[src/rtl/psrd_pkg.sv]
// ----------------------------------------------------------------------------
// psrd_pkg
// Shared types and constants of the pressure setpoint ramp DAC block.
// ----------------------------------------------------------------------------
package psrd_pkg;

    localparam int DIV_NUM_W  = 22;
    localparam int DIV_DEN_W  = 13;

    localparam int PCT_DIV    = 100;
    localparam int MILLI      = 1000;
    localparam int HUNDRED    = 100;
    localparam int CLAMP_MBAR = 1000;
    localparam int LEVEL_MAX  = 4095;
    localparam int STEPS_MAX  = 8191;

    // divide by 100 for values below 2^19: (x * PCT_RECIP) >> PCT_SH
    localparam int PCT_RECIP     = 671089;
    localparam int PCT_RECIP_W   = 20;
    localparam int PCT_SH        = 26;

    // divide by 1000 for values below 2^22: (x * MILLI_RECIP) >> MILLI_SH
    localparam int MILLI_RECIP   = 2147484;
    localparam int MILLI_RECIP_W = 22;
    localparam int MILLI_SH      = 31;

    // divide by 10 for values below 2^22: (x * TEN_RECIP) >> TEN_SH
    localparam int TEN_RECIP     = 6710887;
    localparam int TEN_RECIP_W   = 23;
    localparam int TEN_SH        = 26;

    // divide by 15 for values below 2^20: (x * RECIP_15) >> RECIP_SH
    localparam int RECIP_15   = 1118482;
    localparam int RECIP_W    = 21;
    localparam int RECIP_SH   = 24;

    typedef struct packed {
        logic     set_on;
        logic     set_off;
        logic     tick;
        logic     div_start;
        logic     cap_t;
        logic     cap_s;
        logic     cap_q;
        logic     cap_w;
        logic     out_load;
    } t_ctl_cmd;

    typedef struct packed {
        logic steps_nz;
        logic div_done;
        logic out_free;
    } t_dp_status;

endpackage

[src/rtl/psrd_if.sv]
// ----------------------------------------------------------------------------
// psrd_if
// Valid/ready channels for command beats and result beats.
// ----------------------------------------------------------------------------
interface psrd_in_if;
    logic        valid;
    logic        ready;
    logic        func;
    logic        enable;
    logic [10:0] ambient_mbar;
    logic [7:0]  percent;
    logic [15:0] ramp_period_ms;

    modport source (
        output valid, func, enable, ambient_mbar, percent, ramp_period_ms,
        input  ready
    );
    modport sink (
        input  valid, func, enable, ambient_mbar, percent, ramp_period_ms,
        output ready
    );
endinterface

interface psrd_out_if;
    logic        valid;
    logic        ready;
    logic [11:0] dac_code;
    logic [11:0] level_mbar;
    logic [11:0] target_mbar;
    logic        ramp_done;

    modport source (
        output valid, dac_code, level_mbar, target_mbar, ramp_done,
        input  ready
    );
    modport sink (
        input  valid, dac_code, level_mbar, target_mbar, ramp_done,
        output ready
    );
endinterface

[src/rtl/psrd_div.sv]
// ----------------------------------------------------------------------------
// psrd_div
// Restoring divider, one quotient bit per cycle, done pulse after the last bit.
// ----------------------------------------------------------------------------
module psrd_div (
    input  logic                             i_clk,
    input  logic                             i_rst_n,
    input  logic                             i_start,
    input  logic [psrd_pkg::DIV_NUM_W-1:0]   i_dividend,
    input  logic [psrd_pkg::DIV_DEN_W-1:0]   i_divisor,
    output logic                             o_done,
    output logic [psrd_pkg::DIV_NUM_W-1:0]   o_quo
);
    localparam int NW  = psrd_pkg::DIV_NUM_W;
    localparam int DW  = psrd_pkg::DIV_DEN_W;
    localparam int CW  = $clog2(NW);

    logic          r_busy;
    logic          r_done;
    logic [CW-1:0] r_cnt;
    logic [NW-1:0] r_quo;
    logic [DW-1:0] r_rem;
    logic [DW-1:0] r_den;
    logic [DW:0]   shifted;
    logic [DW:0]   trial;

    assign shifted = {r_rem, r_quo[NW-1]};
    assign trial   = shifted - {1'b0, r_den};

    always_ff @(posedge i_clk) begin
        if (!i_rst_n) begin
            r_busy <= 1'b0;
            r_done <= 1'b0;
            r_cnt  <= '0;
        end else begin
            r_done <= 1'b0;
            if (i_start) begin
                r_busy <= 1'b1;
                r_cnt  <= '0;
            end else if (r_busy) begin
                r_cnt <= r_cnt + 1'b1;
                if (r_cnt == CW'(NW - 1)) begin
                    r_busy <= 1'b0;
                    r_done <= 1'b1;
                end
            end
        end
    end

    always_ff @(posedge i_clk) begin
        if (i_start) begin
            r_quo <= i_dividend;
            r_rem <= '0;
            r_den <= i_divisor;
        end else if (r_busy) begin
            r_quo <= {r_quo[NW-2:0], ~trial[DW]};
            r_rem <= trial[DW] ? shifted[DW-1:0] : trial[DW-1:0];
        end
    end

    assign o_done = r_done;
    assign o_quo  = r_quo;

endmodule

[src/rtl/psrd_dp.sv]
// ----------------------------------------------------------------------------
// psrd_dp
// Ramp datapath: target and step setup, step increment through the divider,
// tick stepping, DAC scaling and the result register.
// ----------------------------------------------------------------------------
module psrd_dp #(
    parameter int DAC_BITS = 12,
    parameter int TICK_MS  = 10
) (
    input  logic                   i_clk,
    input  logic                   i_rst_n,
    input  psrd_pkg::t_ctl_cmd     i_cmd,
    output psrd_pkg::t_dp_status   o_status,
    input  logic [10:0]            i_ambient_mbar,
    input  logic [7:0]             i_percent,
    input  logic [15:0]            i_ramp_period_ms,
    input  logic                   i_out_ready,
    output logic                   o_out_valid,
    output logic [11:0]            o_dac_code,
    output logic [11:0]            o_level_mbar,
    output logic [11:0]            o_target_mbar,
    output logic                   o_ramp_done
);
    localparam int NW     = psrd_pkg::DIV_NUM_W;
    localparam int DW     = psrd_pkg::DIV_DEN_W;
    localparam int CODE_W = DAC_BITS + 1;
    localparam int Y_W    = DAC_BITS + 10;
    localparam int Z_W    = DAC_BITS + 4;
    localparam int P_W    = Z_W + psrd_pkg::RECIP_W;
    localparam logic [CODE_W-1:0] FULL = CODE_W'((1 << DAC_BITS) - 1);
    localparam int T_PW    = 19 + psrd_pkg::PCT_RECIP_W;
    localparam int S_SH    = 16 + $clog2(TICK_MS);
    localparam int S_PW    = S_SH + 16;
    localparam int S_RECIP = ((1 << S_SH) + TICK_MS - 1) / TICK_MS;
    localparam int W_PW    = NW + psrd_pkg::MILLI_RECIP_W;
    localparam int H_PW    = NW + psrd_pkg::TEN_RECIP_W;

    // ramp state
    logic [11:0] r_target;
    logic [15:0] r_ramp;
    logic [11:0] r_whole;
    logic [6:0]  r_frac;
    logic        r_neg;
    logic [6:0]  r_acc;
    logic [12:0] r_steps;
    // setup scratch
    logic [18:0] r_prod;
    logic [15:0] r_period;
    logic [11:0] r_dmag;
    logic [NW-1:0] r_q;
    // tick result
    logic [11:0] r_level;
    logic        r_done;
    // result register
    logic        r_ovalid;
    logic [11:0] r_odac;
    logic [11:0] r_olevel;
    logic [11:0] r_otarget;
    logic        r_odone;

    logic [NW-1:0] div_num;
    logic [DW-1:0] div_den;
    logic          div_done;
    logic [NW-1:0] div_quo;

    logic [T_PW-1:0] t_prod;
    logic [12:0]     t_quo;
    logic [11:0]     t_sat;
    logic [S_PW-1:0] s_prod;
    logic [15:0]     s_quo;
    logic [12:0]     s_sat;
    logic [W_PW-1:0] w_prod;
    logic [11:0]     w_quo;
    logic [H_PW-1:0] h_prod;
    logic [18:0]     h_quo;
    logic [18:0]     h_diff;
    logic [7:0]  acc_sum;
    logic        carry;
    logic [6:0]  acc_next;
    logic [15:0] step;
    logic [15:0] ramp_next;
    logic [11:0] ramp_clamp;
    logic [9:0]  dac_m;
    logic [Y_W-1:0]    dac_y;
    logic [Z_W-1:0]    dac_z;
    logic [P_W-1:0]    dac_p;
    logic [CODE_W-1:0] dac_raw;
    logic [CODE_W-1:0] dac_sat;

    psrd_div u_div (
        .i_clk      (i_clk),
        .i_rst_n    (i_rst_n),
        .i_start    (i_cmd.div_start),
        .i_dividend (div_num),
        .i_divisor  (div_den),
        .o_done     (div_done),
        .o_quo      (div_quo)
    );

    assign div_num = NW'(r_dmag) * NW'(psrd_pkg::MILLI);
    assign div_den = r_steps;

    // constant divisions as reciprocal multiplies
    always_comb begin
        t_prod = T_PW'(r_prod) * T_PW'(psrd_pkg::PCT_RECIP);
        t_quo  = t_prod[psrd_pkg::PCT_SH +: 13];
        t_sat  = (t_quo > 13'(psrd_pkg::LEVEL_MAX)) ? 12'(psrd_pkg::LEVEL_MAX)
                                                    : t_quo[11:0];
        s_prod = S_PW'(r_period) * S_PW'(S_RECIP);
        s_quo  = s_prod[S_SH +: 16];
        priority if (s_quo > 16'(psrd_pkg::STEPS_MAX)) begin
            s_sat = 13'(psrd_pkg::STEPS_MAX);
        end else if (s_quo == '0) begin
            s_sat = 13'd1;
        end else begin
            s_sat = s_quo[12:0];
        end
        w_prod = W_PW'(r_q) * W_PW'(psrd_pkg::MILLI_RECIP);
        w_quo  = w_prod[psrd_pkg::MILLI_SH +: 12];
        h_prod = H_PW'(r_q) * H_PW'(psrd_pkg::TEN_RECIP);
        h_quo  = h_prod[psrd_pkg::TEN_SH +: 19];
        h_diff = h_quo - 19'(w_quo) * 19'(psrd_pkg::HUNDRED);
    end

    // tick stepping with hundredths carry
    always_comb begin
        acc_sum    = {1'b0, r_acc} + {1'b0, r_frac};
        carry      = (acc_sum >= 8'(psrd_pkg::HUNDRED));
        acc_next   = carry ? 7'(acc_sum - 8'(psrd_pkg::HUNDRED)) : acc_sum[6:0];
        step       = 16'(r_whole) + 16'(carry);
        ramp_next  = r_neg ? (r_ramp - step) : (r_ramp + step);
        ramp_clamp = (r_ramp > 16'(psrd_pkg::LEVEL_MAX)) ? 12'(psrd_pkg::LEVEL_MAX)
                                                         : r_ramp[11:0];
    end

    // code = min(level, 1000) * full / 960, full * m as a shift and subtract
    always_comb begin
        dac_m   = (r_level > 12'(psrd_pkg::CLAMP_MBAR)) ? 10'(psrd_pkg::CLAMP_MBAR)
                                                        : r_level[9:0];
        dac_y   = {dac_m, {DAC_BITS{1'b0}}} - Y_W'(dac_m);
        dac_z   = dac_y[Y_W-1:6];
        dac_p   = P_W'(dac_z) * P_W'(psrd_pkg::RECIP_15);
        dac_raw = dac_p[P_W-1:psrd_pkg::RECIP_SH];
        dac_sat = (dac_raw > FULL) ? FULL : dac_raw;
    end

    always_ff @(posedge i_clk) begin
        if (!i_rst_n) begin
            r_target <= '0;
            r_ramp   <= '0;
            r_whole  <= '0;
            r_frac   <= '0;
            r_neg    <= 1'b0;
            r_acc    <= '0;
            r_steps  <= '0;
        end else begin
            if (i_cmd.set_off) begin
                r_target <= '0;
                r_whole  <= '0;
                r_frac   <= '0;
                r_steps  <= 13'd1;
            end
            if (i_cmd.cap_t) begin
                r_ramp   <= 16'(r_target);
                r_target <= t_sat;
            end
            if (i_cmd.cap_s) begin
                r_steps <= s_sat;
                r_neg   <= (r_target < r_ramp[11:0]);
            end
            if (i_cmd.cap_w) begin
                r_whole <= w_quo;
                r_frac  <= h_diff[6:0];
                r_acc   <= '0;
            end
            if (i_cmd.tick && (r_steps != '0)) begin
                r_steps <= r_steps - 1'b1;
                if (r_steps != 13'd1) begin
                    r_acc  <= acc_next;
                    r_ramp <= ramp_next;
                end
            end
        end
    end

    always_ff @(posedge i_clk) begin
        if (i_cmd.set_on) begin
            r_prod   <= 19'(i_ambient_mbar) * 19'(i_percent);
            r_period <= i_ramp_period_ms;
        end
        if (i_cmd.cap_s) begin
            r_dmag <= (r_target >= r_ramp[11:0]) ? (r_target - r_ramp[11:0])
                                                 : (r_ramp[11:0] - r_target);
        end
        if (i_cmd.cap_q) begin
            r_q <= div_quo;
        end
        if (i_cmd.tick) begin
            r_done  <= (r_steps == 13'd1);
            r_level <= (r_steps == 13'd1) ? r_target : ramp_clamp;
        end
    end

    always_ff @(posedge i_clk) begin
        if (!i_rst_n) begin
            r_ovalid <= 1'b0;
        end else if (i_cmd.out_load) begin
            r_ovalid <= 1'b1;
        end else if (i_out_ready) begin
            r_ovalid <= 1'b0;
        end
    end

    always_ff @(posedge i_clk) begin
        if (i_cmd.out_load) begin
            r_odac    <= 12'(dac_sat);
            r_olevel  <= r_level;
            r_otarget <= r_target;
            r_odone   <= r_done;
        end
    end

    assign o_status.steps_nz = (r_steps != '0);
    assign o_status.div_done = div_done;
    assign o_status.out_free = !r_ovalid || i_out_ready;

    assign o_out_valid   = r_ovalid;
    assign o_dac_code    = r_odac;
    assign o_level_mbar  = r_olevel;
    assign o_target_mbar = r_otarget;
    assign o_ramp_done   = r_odone;

endmodule

[src/rtl/psrd_ctl.sv]
// ----------------------------------------------------------------------------
// psrd_ctl
// Sequencer: accepts beats, runs the ramp setup around the step division and
// the tick output.
// ----------------------------------------------------------------------------
module psrd_ctl (
    input  logic                   i_clk,
    input  logic                   i_rst_n,
    input  logic                   i_valid,
    input  logic                   i_func,
    input  logic                   i_enable,
    output logic                   o_ready,
    input  psrd_pkg::t_dp_status   i_status,
    output psrd_pkg::t_ctl_cmd     o_cmd
);
    typedef enum logic [5:0] {
        S_IDLE = 6'b000001,
        S_DT   = 6'b000010,
        S_DS   = 6'b000100,
        S_DQ   = 6'b001000,
        S_DW   = 6'b010000,
        S_OUT  = 6'b100000
    } t_ctl_state;

    t_ctl_state r_state;
    t_ctl_state n_state;
    logic       r_start;
    logic       n_start;
    logic       accept;

    assign o_ready = (r_state == S_IDLE) && i_status.out_free;
    assign accept  = i_valid && o_ready;

    always_comb begin
        n_state = r_state;
        n_start = 1'b0;
        o_cmd   = '0;
        o_cmd.div_start = r_start;
        unique case (r_state)
            S_IDLE: begin
                if (accept) begin
                    if (i_func && i_enable) begin
                        o_cmd.set_on = 1'b1;
                        n_state      = S_DT;
                    end else if (i_func) begin
                        o_cmd.set_off = 1'b1;
                    end else begin
                        o_cmd.tick = 1'b1;
                        if (i_status.steps_nz) begin
                            n_state = S_OUT;
                        end
                    end
                end
            end
            S_DT: begin
                o_cmd.cap_t = 1'b1;
                n_state     = S_DS;
            end
            S_DS: begin
                o_cmd.cap_s = 1'b1;
                n_state     = S_DQ;
                n_start     = 1'b1;
            end
            S_DQ: begin
                if (i_status.div_done) begin
                    o_cmd.cap_q = 1'b1;
                    n_state     = S_DW;
                end
            end
            S_DW: begin
                o_cmd.cap_w = 1'b1;
                n_state     = S_IDLE;
            end
            S_OUT: begin
                o_cmd.out_load = 1'b1;
                n_state        = S_IDLE;
            end
            default: begin
                n_state = S_IDLE;
            end
        endcase
    end

    always_ff @(posedge i_clk) begin
        if (!i_rst_n) begin
            r_state <= S_IDLE;
            r_start <= 1'b0;
        end else begin
            r_state <= n_state;
            r_start <= n_start;
        end
    end

endmodule

[src/rtl/pressure_setpoint_ramp_dac.sv]
// ----------------------------------------------------------------------------
// pressure_setpoint_ramp_dac
// Linear pressure setpoint ramp with per-tick DAC code output.
//
//   channel   dir   beat contents
//   i_cmd     in    func, enable, ambient_mbar, percent, ramp_period_ms
//   o_res     out   dac_code, level_mbar, target_mbar, ramp_done
//
// a tick beat runs the step update, then DAC scaling into the result register;
// a tick with no step pending gives no beat
// a set beat with enable runs target and step count setup, a pass through
// the restoring divider for the step increment, then the whole and
// hundredths split; a set beat without enable clears target and step increment
// i_cmd.ready is low while a set or tick is in progress or an output is unread
// synchronous active-low reset clears the ramp state and result valid register
// ----------------------------------------------------------------------------
module pressure_setpoint_ramp_dac #(
    parameter int DAC_BITS = 12,
    parameter int TICK_MS  = 10
) (
    input  logic        i_clk,
    input  logic        i_rst_n,
    psrd_in_if.sink     i_cmd,
    psrd_out_if.source  o_res
);
    psrd_pkg::t_ctl_cmd   cmd;
    psrd_pkg::t_dp_status status;
    logic                 ready;

    psrd_ctl u_ctl (
        .i_clk    (i_clk),
        .i_rst_n  (i_rst_n),
        .i_valid  (i_cmd.valid),
        .i_func   (i_cmd.func),
        .i_enable (i_cmd.enable),
        .o_ready  (ready),
        .i_status (status),
        .o_cmd    (cmd)
    );

    psrd_dp #(
        .DAC_BITS (DAC_BITS),
        .TICK_MS  (TICK_MS)
    ) u_dp (
        .i_clk            (i_clk),
        .i_rst_n          (i_rst_n),
        .i_cmd            (cmd),
        .o_status         (status),
        .i_ambient_mbar   (i_cmd.ambient_mbar),
        .i_percent        (i_cmd.percent),
        .i_ramp_period_ms (i_cmd.ramp_period_ms),
        .i_out_ready      (o_res.ready),
        .o_out_valid      (o_res.valid),
        .o_dac_code       (o_res.dac_code),
        .o_level_mbar     (o_res.level_mbar),
        .o_target_mbar    (o_res.target_mbar),
        .o_ramp_done      (o_res.ramp_done)
    );

    assign i_cmd.ready = ready;

    a_ready_needs_room: assert property (@(posedge i_clk) disable iff (!i_rst_n)
        i_cmd.ready |-> !(o_res.valid && !o_res.ready))
        else $error("command ready while result register is blocked");

    a_set_blocks: assert property (@(posedge i_clk) disable iff (!i_rst_n)
        (i_cmd.valid && i_cmd.ready && i_cmd.func && i_cmd.enable) |=> !i_cmd.ready)
        else $error("ready during ramp setup");

    a_done_at_target: assert property (@(posedge i_clk) disable iff (!i_rst_n)
        (o_res.valid && o_res.ramp_done) |-> (o_res.level_mbar == o_res.target_mbar))
        else $error("final beat level differs from target");

    a_dac_full: assert property (@(posedge i_clk) disable iff (!i_rst_n)
        (o_res.valid && (o_res.level_mbar >= 12'd960))
            |-> ((DAC_BITS != 12) || (o_res.dac_code == 12'hFFF)))
        else $error("dac code not at full scale above 960 mbar");

endmodule

[src/flat_wrapper.sv]
// flat-port wrapper written by rule: the top's interface ports become plain ports
module pressure_setpoint_ramp_dac_flat 
#(
    parameter int DAC_BITS = 12,
    parameter int TICK_MS  = 10
)
  (i_clk, i_rst_n, i_cmd_valid, i_cmd_func, i_cmd_enable, i_cmd_ambient_mbar, i_cmd_percent, i_cmd_ramp_period_ms, i_cmd_ready, o_res_valid, o_res_dac_code, o_res_level_mbar, o_res_target_mbar, o_res_ramp_done, o_res_ready);
  psrd_in_if i_cmd_i ();
  psrd_out_if o_res_i ();
  input  logic i_clk;
  input  logic i_rst_n;
  input wire logic [$bits(i_cmd_i.valid)-1:0] i_cmd_valid;
  input wire logic [$bits(i_cmd_i.func)-1:0] i_cmd_func;
  input wire logic [$bits(i_cmd_i.enable)-1:0] i_cmd_enable;
  input wire logic [$bits(i_cmd_i.ambient_mbar)-1:0] i_cmd_ambient_mbar;
  input wire logic [$bits(i_cmd_i.percent)-1:0] i_cmd_percent;
  input wire logic [$bits(i_cmd_i.ramp_period_ms)-1:0] i_cmd_ramp_period_ms;
  output wire logic [$bits(i_cmd_i.ready)-1:0] i_cmd_ready;
  output wire logic [$bits(o_res_i.valid)-1:0] o_res_valid;
  output wire logic [$bits(o_res_i.dac_code)-1:0] o_res_dac_code;
  output wire logic [$bits(o_res_i.level_mbar)-1:0] o_res_level_mbar;
  output wire logic [$bits(o_res_i.target_mbar)-1:0] o_res_target_mbar;
  output wire logic [$bits(o_res_i.ramp_done)-1:0] o_res_ramp_done;
  input wire logic [$bits(o_res_i.ready)-1:0] o_res_ready;
  assign i_cmd_i.valid = i_cmd_valid;
  assign i_cmd_i.func = i_cmd_func;
  assign i_cmd_i.enable = i_cmd_enable;
  assign i_cmd_i.ambient_mbar = i_cmd_ambient_mbar;
  assign i_cmd_i.percent = i_cmd_percent;
  assign i_cmd_i.ramp_period_ms = i_cmd_ramp_period_ms;
  assign i_cmd_ready = i_cmd_i.ready;
  assign o_res_valid = o_res_i.valid;
  assign o_res_dac_code = o_res_i.dac_code;
  assign o_res_level_mbar = o_res_i.level_mbar;
  assign o_res_target_mbar = o_res_i.target_mbar;
  assign o_res_ramp_done = o_res_i.ramp_done;
  assign o_res_i.ready = o_res_ready;
  pressure_setpoint_ramp_dac #(.DAC_BITS(DAC_BITS), .TICK_MS(TICK_MS)) u_core (.i_clk(i_clk), .i_rst_n(i_rst_n), .i_cmd(i_cmd_i), .o_res(o_res_i));
endmodule
[config.mk]
export PLATFORM = sky130hd
export DESIGN_NAME = pressure_setpoint_ramp_dac_flat
export DESIGN_NICKNAME = d
export VERILOG_FILES = /design/src/rtl/psrd_pkg.sv /design/src/rtl/psrd_if.sv /design/src/rtl/psrd_div.sv /design/src/rtl/psrd_dp.sv /design/src/rtl/psrd_ctl.sv /design/src/rtl/pressure_setpoint_ramp_dac.sv /design/src/flat_wrapper.sv
export SDC_FILE = /design/constraint.sdc
export NUM_CORES = 2
export LEC_CHECK = 0
export ABC_AREA = 0
export BUFFER_PORTS_ARGS = -buffer_cell sky130_fd_sc_hd__buf_4
export CAP_MARGIN = 10
export CELL_PAD_IN_SITES_DETAIL_PLACEMENT = 0
export CELL_PAD_IN_SITES_GLOBAL_PLACEMENT = 1
export CORE_MARGIN = 4
export CORE_UTILIZATION = 49
export CTS_CLUSTER_SIZE = 24
export DETAILED_ROUTE_END_ITERATION = 6
export PLACE_DENSITY = 0.9
export REMOVE_ABC_BUFFERS = 1
export SYNTH_ARGS = -nofsm -noshare
export SYNTH_HDL_FRONTEND = slang
export SYNTH_SLANG_ARGS = --single-unit
export TNS_END_PERCENT = 30
[constraint.sdc]
create_clock -name i_clk -period 8.08 [get_ports i_clk]
set_input_delay 1.212 -clock i_clk [delete_from_list [all_inputs] [get_ports i_clk]]
set_output_delay 1.212 -clock i_clk [all_outputs]
set_load 0.05 [all_outputs]
==> metrics.txt <==
DRT Pass-1 Iters=5; Hold Violations, Final=0; reg2reg start=u_core.u_dp.r_level[1]$_DFFE_PP_; wire length per cell=17.2 microns; unrepaired setup endpoints after global routing=yes; slowest CP cell=or4_1; Yosys cell types=90; first-pass GRT wire length=151000 microns; met1 usage in global routing=0.287; GRT Total Usage=0.212; sequential element share of the synthesized area=0.160; Synthesis Warnings=0; Core Rows=105; relative slew slack=0.249; clock buffer count from CTS=31; filler cell count=7249; met3 Track Usage GR=0.0279; antenna violations before repair=0; min-delay src=u_core.u_dp.r_done$_DFFE_PP_; post-synth top area cell=fa_1; Routed Wire Length=90700 microns; Nets=5619; async set-reset flop share out of synthesis=0; Startpoint Class=register; GR Overflow Total=0; Post-DP HPWL=77100 microns; Area growth syn-to-layout=7.65%; placed instance area=42800 sq um; Via density=5.32; clock sinks=250; R2R setup slack=0.38 ns; Worst Max-Slew Pin Slew=1.12 ns; Critical Path Sink Type=register; share of cells above drive strength 1=0.0534; most frequent cells in the layout=907 x inv_1, 832 x ha_1, 557 x fa_1; fin crit period=7.70 ns; Root Driver=clkbuf_16; peak fanout along the critical path=12; CTS hold repair buffers=0; Setup Viol. Count Final=0; FF+latch area=6520 sq um; die height=297 microns; Via Count=28137; Slew Limit Fails=0; Starting Density=0.495; area occupied by multi-input gates=30600 sq um; count of max-cap constraint violations=0; DRT iter0 DRCs=1493; Die ar.=88000 sq um; CP arrival=8.05 ns; ys flop type=edfxtp_1; drt drc=0; H-tree levels=1; vias in the first global route=29335; CTS tree=done; count of buffers from port buffering=79; Antenna Cells=0; Hold Path Depth=0; max incr delay on CP=0.63 ns; Clk Latency, worst-skew pair=0.59 ns; clock-pin slew on the worst setup and hold paths=0.06 ns; die width=297 microns; RePlAce Congestion=0.948; syn avg cell area=9.95 sq um; fmax=130 MHz; Hold WS=0.424 ns; fin util=0.533; status=finished, final reports clean; final instance area=43900 sq um; core area=82400 sq um; final period utilization=0.953; worst flop-to-flop path endpoint=u_core.u_dp.o_dac_code[8]$_SDFFCE_PN1P_; Worst Hold End=u_core.u_dp.o_ramp_done$_DFFE_PP_; synthesis-stage register bit count=250; Post-synth EDFFs=151; TNS Setup=0 ns; Max Clock Skew=0.0252 ns; Detail Route Antenna Nets=0; Data required, critical path=8.43 ns; Cells after Synth=4103; GR met2 Demand/Resource=0.364; clock tree buffer depth=3; most common cell after layout, fill and taps aside=inv_1; top post-synthesis cells by area=fa_1 27%, ha_1 26%, edfxtp_1 11%; Yosys top cell area share=0.273; cell area after synthesis=40800 sq um; type of the worst min-delay path=register to register; critical path class=register to register; largest net degree at the start of global routing=40; r2r worst-path depth=26; Most Crowded Layer GR=met2; num ports=80
## synthesized netlist by cell type, types with 14 or more instances
cell / instances
mux2i_1: 26
nor3_1: 35
or3_1: 17
xnor2_1: 99
o21ai_0: 85
a311oi_1: 14
and2_1: 66
dfxtp_1: 99
or2_2: 16
and3_1: 41
edfxtp_1: 151
nand4_1: 28
a21o_1: 68
inv_1: 908
ha_1: 832
nor2b_1: 21
nand2_1: 200
nand3_1: 68
a21oi_1: 173
fa_1: 557
a211oi_1: 30
clkbuf_1: 52
a31oi_1: 20
o21a_1: 24
xor2_1: 62
nor2_1: 179
## what timing repair did
| item | CTS | global route |
|---|---|---|
| buffers inserted | 0 | 2 |
| setup endpoints to repair | 0 | 13 |
| resized for setup | 0 | 11 |
## routing by layer
layer  vias up  routed length, microns
met2       583                   43500
li1      13706                       -
met3       139                    4260
met4         0                    2510
met1     13709                   40500
met5         -                       0
## state kept, by name, summed over array words and instances, names as in the netlist, 13 cells and up
signal,count
u_core.u_dp.div_den,13
u_core.u_dp.r_period,16
u_core.u_dp.r_prod,19
u_core.u_dp.r_q,22
u_core.u_dp.r_ramp,16
u_core.u_dp.u_div.o_quo,22
u_core.u_dp.u_div.r_den,13
u_core.u_dp.u_div.r_rem,13
## worst max-delay path by stage
stage          slack [ns]  cells after the start                             start                                 endpoint
4_1_cts              0.18                     28     u_core.u_dp.r_q[11]$_DFFE_PP_       u_core.u_dp.r_frac[6]$_SDFFE_PN0P_
6_report             0.38                     26  u_core.u_dp.r_level[1]$_DFFE_PP_  u_core.u_dp.o_dac_code[8]$_SDFFCE_PN1P_
5_1_grt             -0.01                     28     u_core.u_dp.r_q[11]$_DFFE_PP_       u_core.u_dp.r_frac[6]$_SDFFE_PN0P_
3_5_place_dp         0.20                     28     u_core.u_dp.r_q[11]$_DFFE_PP_       u_core.u_dp.r_frac[6]$_SDFFE_PN0P_
3_3_place_gp         0.36                     28     u_core.u_dp.r_q[11]$_DFFE_PP_       u_core.u_dp.r_frac[6]$_SDFFE_PN0P_
2_1_floorplan        0.72                     28     u_core.u_dp.r_q[19]$_DFFE_PP_       u_core.u_dp.r_frac[6]$_SDFFE_PN0P_
## worst max-delay path: cells and delay by family, from the launching register on
kind,cells,cell delay [ns]
AO/OA/AOI/OAI,6,1.38
XOR/XNOR,2,0.25
flip-flops,1,0.46
buffers and inverters,3,0.34
adder cells (fa/ha/maj),6,2.47
AND/OR/NAND/NOR,9,2.53
## logic make-up after synthesis
group	after synthesis	synth area share
adder cells (fa/ha/maj)	1389	0.528
buffers and inverters	981	0.0907
AND/OR/NAND/NOR	737	0.0893
AO/OA/AOI/OAI	555	0.0897
flip-flops	250	0.160
XOR/XNOR	162	0.0351
multiplexers	29	0.00721
## metrics by stage
| stage | worst slack, ns | instances |
|---|---|---|
| 6_report | 0.376 | 5284 |
| 5_1_grt | -0.0133 | 5284 |
| 4_1_cts | 0.181 | 5281 |
| 3_5_place_dp | 0.204 | 5223 |
| 3_3_place_gp | 0.357 | 5223 |
| 2_1_floorplan | 0.723 | 4032 |
## layout make-up
type                            instances  share of cell area
Inverter                              910              0.0778
Sequential cell                       250               0.148
Timing Repair Buffer                  124              0.0214
Multi-Input combinational cell       2872               0.698
Clock buffer                           42              0.0207
Tap cell                             1070              0.0305
Clock inverter                         16             0.00373
Power is not shown: default switching activity piles up to over one toggle a cycle in this logic, so the estimate is an artifact.
